**config.mk**
```make
export PLATFORM = sky130hd
export DESIGN_NAME = mstw_ram
export DESIGN_NICKNAME = d
export VERILOG_FILES = /design/src/rtl/mstw_ram.sv
export SDC_FILE = /design/constraint.sdc
export NUM_CORES = 1
export LEC_CHECK = 0
export BUFFER_PORTS_ARGS = -buffer_cell sky130_fd_sc_hd__buf_2
export CELL_PAD_IN_SITES_DETAIL_PLACEMENT = 1
export CELL_PAD_IN_SITES_GLOBAL_PLACEMENT = 2
export CORE_MARGIN = 4
export CORE_UTILIZATION = 35
export DETAILED_ROUTE_END_ITERATION = 6
export HOLD_SLACK_MARGIN = 0.1
export PLACE_DENSITY = 0.57
export SLEW_MARGIN = 10
export SYNTH_ARGS = -nofsm -noshare
export SYNTH_HDL_FRONTEND = slang
export SYNTH_SLANG_ARGS = --single-unit
```
**constraint.sdc**
```tcl
create_clock -name aclk -period 2.5 [get_ports aclk]
set_clock_uncertainty 0.1 [all_clocks]
set_input_delay 0.5 -clock aclk [delete_from_list [all_inputs] [get_ports aclk]]
set_output_delay 0.5 -clock aclk [all_outputs]
set_load 0.1 [all_outputs]
```
**src/rtl/mstw_ram.sv**
```systemverilog
// generic single-port-write, single-read synchronous ram
// registered read data, no dependencies
module mstw_ram #(
    parameter int WIDTH = 8,
    parameter int DEPTH = 16
) (
    input  logic                     aclk,
    input  logic                     we,
    input  logic [$clog2(DEPTH)-1:0] waddr,
    input  logic [WIDTH-1:0]         wdata,
    input  logic [$clog2(DEPTH)-1:0] raddr,
    output logic [WIDTH-1:0]         rdata
);

    logic [WIDTH-1:0] mem [DEPTH];

    always_ff @(posedge aclk) begin
        if (we) begin
            mem[waddr] <= wdata;
        end
        rdata <= mem[raddr];
    end

endmodule

```
After elaboration in Yosys (flattened, before gate mapping)
Memory sizes are Yosys's and may differ from the RTL's. A register that Yosys moved wholly into a read port is not among the register bits.
Cells that the tools add are included.
- memories kept: 1
- output and inout port bits: 8
- memory bits (writable): 128
- flip-flop bits (word level): 0
- memory list (memory ; words ; width ; rd ports ; clocked after Yosys merged registers in ; wr ports ; RTL line ; source):
    mem ; 16 ; 8 ; 1 ; 1 ; 1 ; 15 ; logic [WIDTH-1:0] mem [DEPTH];
- mux-type cells: 2
- operator list (cell ; number):
    two-way mux 1 bit ; 2

Logic depth before layout (Yosys ltp)
Gate-level depths: netlist (run 1).
- depth in word-level cells: 2
- mapped depth: 5
- gate-level depth less buffers: 3

Worst setup path after synthesis (run 1)
OpenSTA, ideal clock, no wires.
- path kind: in2reg
- start point: input waddr[2]
- end point: memory mem[0][0] (enable)
- data required time: 2.017 ns
- buffers on the path: 0
- library setup time: 0.383 ns
- setup slack: 0.407 ns
- data arrival time: 1.610 ns
- stages: 2
- cells stage by stage: or3b_2 > nor3_1
- RTL lines (element ; RTL line ; source):
    start, declared ; 9 ; input logic [$clog2(DEPTH)-1:0] waddr,
    end, declared ; 15 ;
Straight into the memory's write port.

Worst setup path after layout (run 1)
- start point: register rdata[0], read port of mem
- end point: output rdata[0]
- RTL lines (element ; RTL line ; source):
    start, declared ; 12 ; output logic [WIDTH-1:0] rdata
No word-level cell between the ends.

==> results.rst, run 1 <==
.. list-table::
   :header-rows: 1

   * - Metric
     - Value
   * - Critical path launch point type
     - register
   * - Worst reg-to-reg setup slack
     - 1.03 ns
   * - CP peak stage delay
     - 0.47 ns
   * - Synthesized net count
     - 247
   * - Mapped Cells
     - 229
   * - Syn. warnings
     - 0
   * - Std-Cell Core Area
     - 14500 um2
   * - Antenna violations before repair
     - 0
   * - Leakage
     - 2.10 nW
   * - Crit path arrival time
     - 1.28 ns
   * - Crit-path slowest cell
     - buf_2
   * - Fraction of final layout cells with drive strength greater than 1
     - 0.324
   * - Worst Max-Slew Pin Slew
     - 0.504 ns
   * - Pin count of the biggest net entering global routing
     - 33
   * - Hold crit path type
     - in -> reg
   * - Headroom to the max-slew limit
     - 0.667
   * - Non-Filler Cell Area, Final
     - 6190 um2
   * - Switching power total
     - 1.20 mW
   * - Initial core utilization
     - 0.356
   * - Total congestion overflow
     - 0
   * - Hold Buf Count CTS
     - 0
   * - GR Util All Layers
     - 0.143
   * - Number of antenna repair diodes
     - 0
   * - Vias in the first global route
     - 2610
   * - Synth Cell Area
     - 5150 um2
   * - Routed wirelength normalized by instance count
     - 22.3 um
   * - Cell Int Power
     - 4.22 mW
   * - CP Max Fanout
     - 1
   * - Count of vias placed by the detailed router
     - 2389
   * - Part of the total power dissipated in the clock network
     - 0.462
   * - Worst Setup End Kind
     - output pin
   * - Capturing point of the worst reg2reg path
     - rdata[2]$_DFF_P_
   * - Clock latency at the later pin of the worst-skew pair
     - 0.41 ns
   * - Placed Cells incl. Taps
     - 448
   * - Fin nets
     - 301
   * - Die Span X
     - 129 um
   * - Setup fix buffers added after clock tree synthesis
     - 0
   * - Period utilisation layout
     - 0.751
   * - Max-cap violations
     - 0
   * - Clock transition at path regs
     - 0.06 ns
   * - Share of total power in combinational logic
     - 0.064
   * - Total design power
     - 5.42 mW
   * - # port buffers
     - 25
   * - Status
     - finished, final reports clean
   * - DRC violations left
     - 0
   * - Syn-to-layout area delta
     - 20.3%
   * - Final weighted congestion in routability-driven placement
     - 0.657
   * - Sum of negative setup slack
     - 0 ns
   * - Cells along the critical path
     - buf_2
   * - Worst setup path endpoint
     - rdata[0]
   * - Mean cell area of the mapped netlist
     - 22.5 um2
   * - Final HPWL from detailed placement
     - 6770 um
   * - Number of sinks handled by clock tree synthesis
     - 136
   * - Max Fclk
     - 533 MHz
   * - H-tree lvl count
     - 4
   * - Worst Setup Path Type
     - reg -> out
   * - Clock tree buffer depth
     - 2
   * - Placement Cell Area
     - 5590 um2
   * - Clk Tree Root Cell
     - clkbuf_16
   * - Pins Over Slew Limit
     - 0
   * - Post-synth cell types
     - 19
   * - Post-route insts no fill
     - 480
   * - Kind of cell adding the most delay to the critical path
     - buffers and inverters
   * - Number of DRC markers after the initial detailed-route iteration
     - 193
   * - Wire length of the first global-routing pass
     - 16500 um
   * - Sequential share of power
     - 0.474
   * - # setup viols final
     - 0
   * - Critical Path RT
     - 1.90 ns
   * - Number of instances resized during post-cts repair
     - 0
   * - Die Footprint
     - 16700 um2
   * - Worst-case vdd ir drop
     - 0.471 mV
   * - Proportion of total power due to net switching
     - 0.221
   * - Height of the chip
     - 129 um
   * - CTS buffer count
     - 17
   * - Critical path depth in cells
     - 1
   * - FILL cells
     - 1370
   * - Depth of the most critical reg-to-reg path
     - 3
   * - Count of antenna-violating nets left after detailed routing
     - 0
   * - Share of the yosys chip area belonging to registers
     - 0.778
   * - Launch point of the critical path
     - rdata[0]$_DFF_P_
   * - Count of final hold-check violations
     - 0
   * - Number of rows created at floorplan
     - 44
   * - CTS tree
     - yes
   * - Final period demand of the worst path
     - 1.88 ns
   * - WL final
     - 10700 um
   * - Number of vias per cell
     - 4.98
   * - I/O pin count
     - 26
   * - First drt pass iteration count
     - 4
   * - Areal power density over the cells
     - 875 nW/um2
   * - Worst path buffer plus inverter count
     - 1
   * - Reg-to-reg critical path startpoint
     - mem[6][2]$_DFFE_PP_
   * - Unrepaired setup endpoints after global routing
     - no
   * - Register bit total from synthesis
     - 136
metal layers:
| metal | vias up | share of wire | track usage |
|---|---|---|---|
| met2 | 58 | 0.52 | 0.231 |
| met3 | 8 | 0.047 | 0.0420 |
| met1 | 1243 | 0.42 | 0.186 |
| met5 | - | 0 | 0 |
| li1 | 1080 | - | - |
| met4 | 0 | 0.012 | 0.0537 |
power by group through the flow:
| stage | Sequential [mW] | Combinational (mW) | Clock [mW] |
|---|---|---|---|
| finish | 2.57 | 0.347 | 2.51 |
| global route | 2.57 | 0.374 | 2.68 |
| CTS | 2.57 | 0.356 | 2.57 |
| detailed placement | 2.62 | 0.355 | 0 |
| global placement | 2.61 | 0.355 | 0 |
| floorplan | 2.72 | 0.129 | 0 |
metrics by stage:
| step | setup slack, ns | hold WS, ns | utilization |
|---|---|---|---|
| final | 0.622 | 0.381 | 0.428 |
| after global routing | 0.586 | 0.374 | 0.428 |
| after CTS | 0.587 | 0.369 | 0.428 |
| after detailed placement | 0.368 | 0.573 | 0.386 |
| after global placement | 0.375 | 0.562 | 0.386 |
| after floorplan | 0.407 | 0.499 | - |
Yosys cell counts, drive strengths merged:
cell	count	area share
edfxtp	128	0.75
mux4	32	0.15
a22oi	16	0.023
nor2	13	0.0095
nand2	9	0.0066
dfxtp	8	0.031
buf	7	0.011
nor3	4	0.0039
clkdlybuf4s25	3	0.0058
nand2b	2	0.0024
nand3b	2	0.0029
and2	1	0.0012
and2b	1	0.0015
nand3	1	0.00097
nor2b	1	0.0012
or3b	1	0.0017
worst min-delay path by stage:
stage,from,endpoint,cells past startpoint
after CTS,wdata[1],mem[13][1]$_DFFE_PP_,1
after global placement,mem[13][6]$_DFFE_PP_,rdata[6]$_DFF_P_,3
after global routing,wdata[0],mem[1][0]$_DFFE_PP_,1
after floorplan,wdata[0],mem[0][0]$_DFFE_PP_,0
final,wdata[1],mem[13][1]$_DFFE_PP_,1
after detailed placement,mem[11][0]$_DFFE_PP_,rdata[0]$_DFF_P_,3
state kept, by name (all words and copies together) (netlist names):
signal / cells
rdata: 8
mem: 128
cell usage in the layout (no fill, tap or decap), drive strengths merged:
cell        n
edfxtp    128
buf        45
mux4       32
clkbuf     17
a22oi      16
nor2       13
nand2       9
dfxtp       8
clkinv      7
nor3        4
clkinvlp    3
bufinv      3
nand3b      2
nand2b      2
inv         2
nor2b       1
and2        1
and2b       1
nand3       1
or3b        1
kinds of logic (layout without fill, tap and decap cells):
kind of cell,count (synthesis),after routing,synth area share
DFF,136,136,0.778
and+or+nand+nor,35,35,0.0318
muxes,32,32,0.150
AOI/OAI and AO/OA,16,16,0.0233
buffers and inverters,10,77,0.0168
final cells by class:
type / count / area (um2) / area share
Sequential cell: 136 / 4000 / 0.646
Multi-Input combinational cell: 83 / 1060 / 0.171
Clock buffer: 17 / 425 / 0.0687
Timing Repair Buffer: 45 / 300 / 0.0485
Tap cell: 184 / 230 / 0.0372
Clock inverter: 15 / 176 / 0.0285
Power figures use the tool's default switching activity.
==> run 2: changes to the inputs <==
==> constraint.sdc (replaced) <==
create_clock -name aclk -period 1.91 [get_ports aclk]
set_clock_uncertainty 0.1 [all_clocks]
set_input_delay 0.382 -clock aclk [delete_from_list [all_inputs] [get_ports aclk]]
set_output_delay 0.382 -clock aclk [all_outputs]
set_load 0.1 [all_outputs]
==> results.rst, run 2 (synthesis gave the netlist of run 1 again) <==
.. list-table::
   :header-rows: 1

   * - Metric
     - Value
   * - WL final
     - 11300 um (+6.0%)
   * - Number of flip-flops in the largest register
     - 128 (unchanged)
   * - Number of DRC markers after the initial detailed-route iteration
     - 194 (+0.52%)
   * - Height of the chip
     - 129 um (unchanged)
   * - Worst setup path endpoint
     - rdata[6]
   * - Worst reg-to-reg setup slack
     - 0.45 ns (-0.58 ns)
   * - Status
     - finished, final reports clean
   * - Depth of the most critical reg-to-reg path
     - 4 (+1)
   * - Capturing point of the worst reg2reg path
     - rdata[7]$_DFF_P_
   * - Number of sinks handled by clock tree synthesis
     - 136 (unchanged)
   * - Most frequent cells in the layout
     - edfxtp_1 (128), buf_4 (29), buf_2 (25)
   * - Hold crit path type
     - in -> reg
   * - Fraction of final layout cells with drive strength greater than 1
     - 0.339 (+0.0144)
   * - Clock transition at path regs
     - 0.06 ns (about the same)
   * - CP Max Fanout
     - 1 (unchanged)
   * - DRC violations left
     - 0 (unchanged)
   * - Pins Over Slew Limit
     - 0 (unchanged)
   * - Leakage
     - 2.15 nW (+2.2%)
   * - # setup viols final
     - 0 (unchanged)
   * - Most common cell after layout, fill and taps aside
     - edfxtp_1
   * - CP peak stage delay
     - 0.44 ns (-0.03 ns)
   * - Final period demand of the worst path
     - 1.70 ns
   * - Antenna violations before repair
     - 0 (unchanged)
   * - Cells along the critical path
     - buf_2
   * - Count of antenna-violating nets left after detailed routing
     - 0 (unchanged)
   * - Number of vias per cell
     - 5.05 (+1.5%)
   * - Die Span X
     - 129 um (unchanged)
   * - Critical Path RT
     - 1.43 ns (-0.47 ns)
   * - Max Fclk
     - 588 MHz
   * - Count of vias placed by the detailed router
     - 2481 (+3.9%)
   * - Die Footprint
     - 16700 um2 (unchanged)
   * - CTS buffer count
     - 17 (unchanged)
   * - Count of final hold-check violations
     - 0 (unchanged)
   * - Worst path buffer plus inverter count
     - 1 (unchanged)
   * - GR Util All Layers
     - 0.149 (+0.00515)
   * - Worst-case vdd ir drop
     - 0.678 mV (+44%)
   * - Hold Buf Count CTS
     - 0 (unchanged)
   * - Period utilisation layout
     - 0.891
   * - Pin count of the biggest net entering global routing
     - 17 (-48%)
   * - Max-cap violations
     - 0 (unchanged)
   * - Number of rows created at floorplan
     - 44 (unchanged)
   * - Initial core utilization
     - 0.356 (unchanged)
   * - Final weighted congestion in routability-driven placement
     - 0.703 (+7.1%)
   * - First drt pass iteration count
     - 4 (unchanged)
   * - Number of instances resized during post-cts repair
     - 0 (unchanged)
   * - Clk Tree Root Cell
     - clkbuf_16
   * - Std-Cell Core Area
     - 14500 um2 (unchanged)
   * - # port buffers
     - 25 (unchanged)
   * - Routed wirelength normalized by instance count
     - 23.1 um (+3.6%)
   * - Total congestion overflow
     - 0 (unchanged)
   * - H-tree lvl count
     - 4 (unchanged)
   * - Most flop-heavy register
     - mem
   * - Crit-path slowest cell
     - buf_2
   * - Number of antenna repair diodes
     - 0 (unchanged)
   * - CTS tree
     - yes
   * - Post-route insts no fill
     - 491 (+2.3%)
   * - Setup fix buffers added after clock tree synthesis
     - 0 (unchanged)
   * - Sum of negative setup slack
     - 0 ns (unchanged)
   * - Placed Cells incl. Taps
     - 460 (+2.7%)
   * - Worst Setup End Kind
     - output pin
   * - I/O pin count
     - 26 (unchanged)
   * - Critical path launch point type
     - register
   * - Wire length of the first global-routing pass
     - 17000 um (+3.0%)
   * - Syn-to-layout area delta
     - 21.4%
   * - Vias in the first global route
     - 2662 (+2.0%)
   * - Clock tree buffer depth
     - 2 (unchanged)
   * - Worst Max-Slew Pin Slew
     - 0.919 ns (+0.415 ns)
   * - Hold slack final
     - 0.253 ns (-0.128 ns)
   * - Reg-to-reg critical path startpoint
     - mem[11][7]$_DFFE_PP_
   * - Fin nets
     - 313 (+4.0%)
   * - Headroom to the max-slew limit
     - 0.386 (-0.281)
   * - Clock latency at the later pin of the worst-skew pair
     - 0.41 ns (about the same)
   * - Unrepaired setup endpoints after global routing
     - no
   * - Kind of cell adding the most delay to the critical path
     - buffers and inverters
   * - Crit path arrival time
     - 1.22 ns (-0.06 ns)
   * - Critical path depth in cells
     - 1 (unchanged)
   * - Areal power density over the cells
     - 1090 nW/um2 (+25%)
   * - Worst Setup Path Type
     - reg -> out
   * - Launch point of the critical path
     - rdata[6]$_DFF_P_
   * - Biggest registers after layout
     - mem x128, rdata x8
   * - Final HPWL from detailed placement
     - 7420 um (+9.6%)
==> run 2: changes by cell type in the layout (fill, tap and decap cells not counted), moves of 2 or more <==
cell        delta
bufinv_16      -2
clkinvlp_4     -2
inv_6          -2
clkbuf_8       +3
clkinv_4       -2
clkinv_1       +3
buf_4         +11
==> run 2: worst min path at each step <==
stage | from | to | slack, ns | cells after the start
after floorplan | wdata[0] | mem[0][0]$_DFFE_PP_ | 0.38 | 0
after global placement | mem[12][1]$_DFFE_PP_ | rdata[1]$_DFF_P_ | 0.56 | 3
after detailed placement | mem[14][5]$_DFFE_PP_ | rdata[5]$_DFF_P_ | 0.56 | 3
after CTS | wdata[3] | mem[15][3]$_DFFE_PP_ | 0.23 | 1
after global routing | wdata[0] | mem[2][0]$_DFFE_PP_ | 0.24 | 1
final | wdata[3] | mem[9][3]$_DFFE_PP_ | 0.25 | 1
==> run 2: cell type report <==
| class | count | area [um2] |
|---|---|---|
| clock buffers | 21 | 470 |
| clock inverters | 10 | 77.6 |
| fillers | 1382 | 8230 |
| multi-input cells | 83 | 1060 |
| flip-flops and latches | 136 | 4000 |
| well taps | 184 | 230 |
| repair buffers | 57 | 403 |
==> run 2: where the power goes <==
group	internal, mW	leakage, nW	switching [mW]
sequential	3.34	1.22	0.0191
clock	1.86	0.271	1.13
combinational	0.151	0.651	0.326
==> run 2: stage by stage <==
stage | util | setup slack, ns | instance area [um2] | power, mW
after floorplan | - | 0.162 | 5150 | 3.73
after global placement | 0.394 | 0.0315 | 5700 | 3.90
after detailed placement | 0.394 | 0.00928 | 5700 | 3.91
after CTS | 0.431 | 0.174 | 6250 | 6.91
after global routing | 0.431 | 0.169 | 6250 | 7.09
final | 0.431 | 0.209 | 6250 | 6.83
==> run 2: per-layer routing <==
layer,track usage,share of wire,vias to the layer above
li1,-,-,1102
met1,0.217,0.48,1305
met2,0.211,0.45,65
met3,0.0445,0.058,9
met4,0.0556,0.013,0
met5,0,0,-
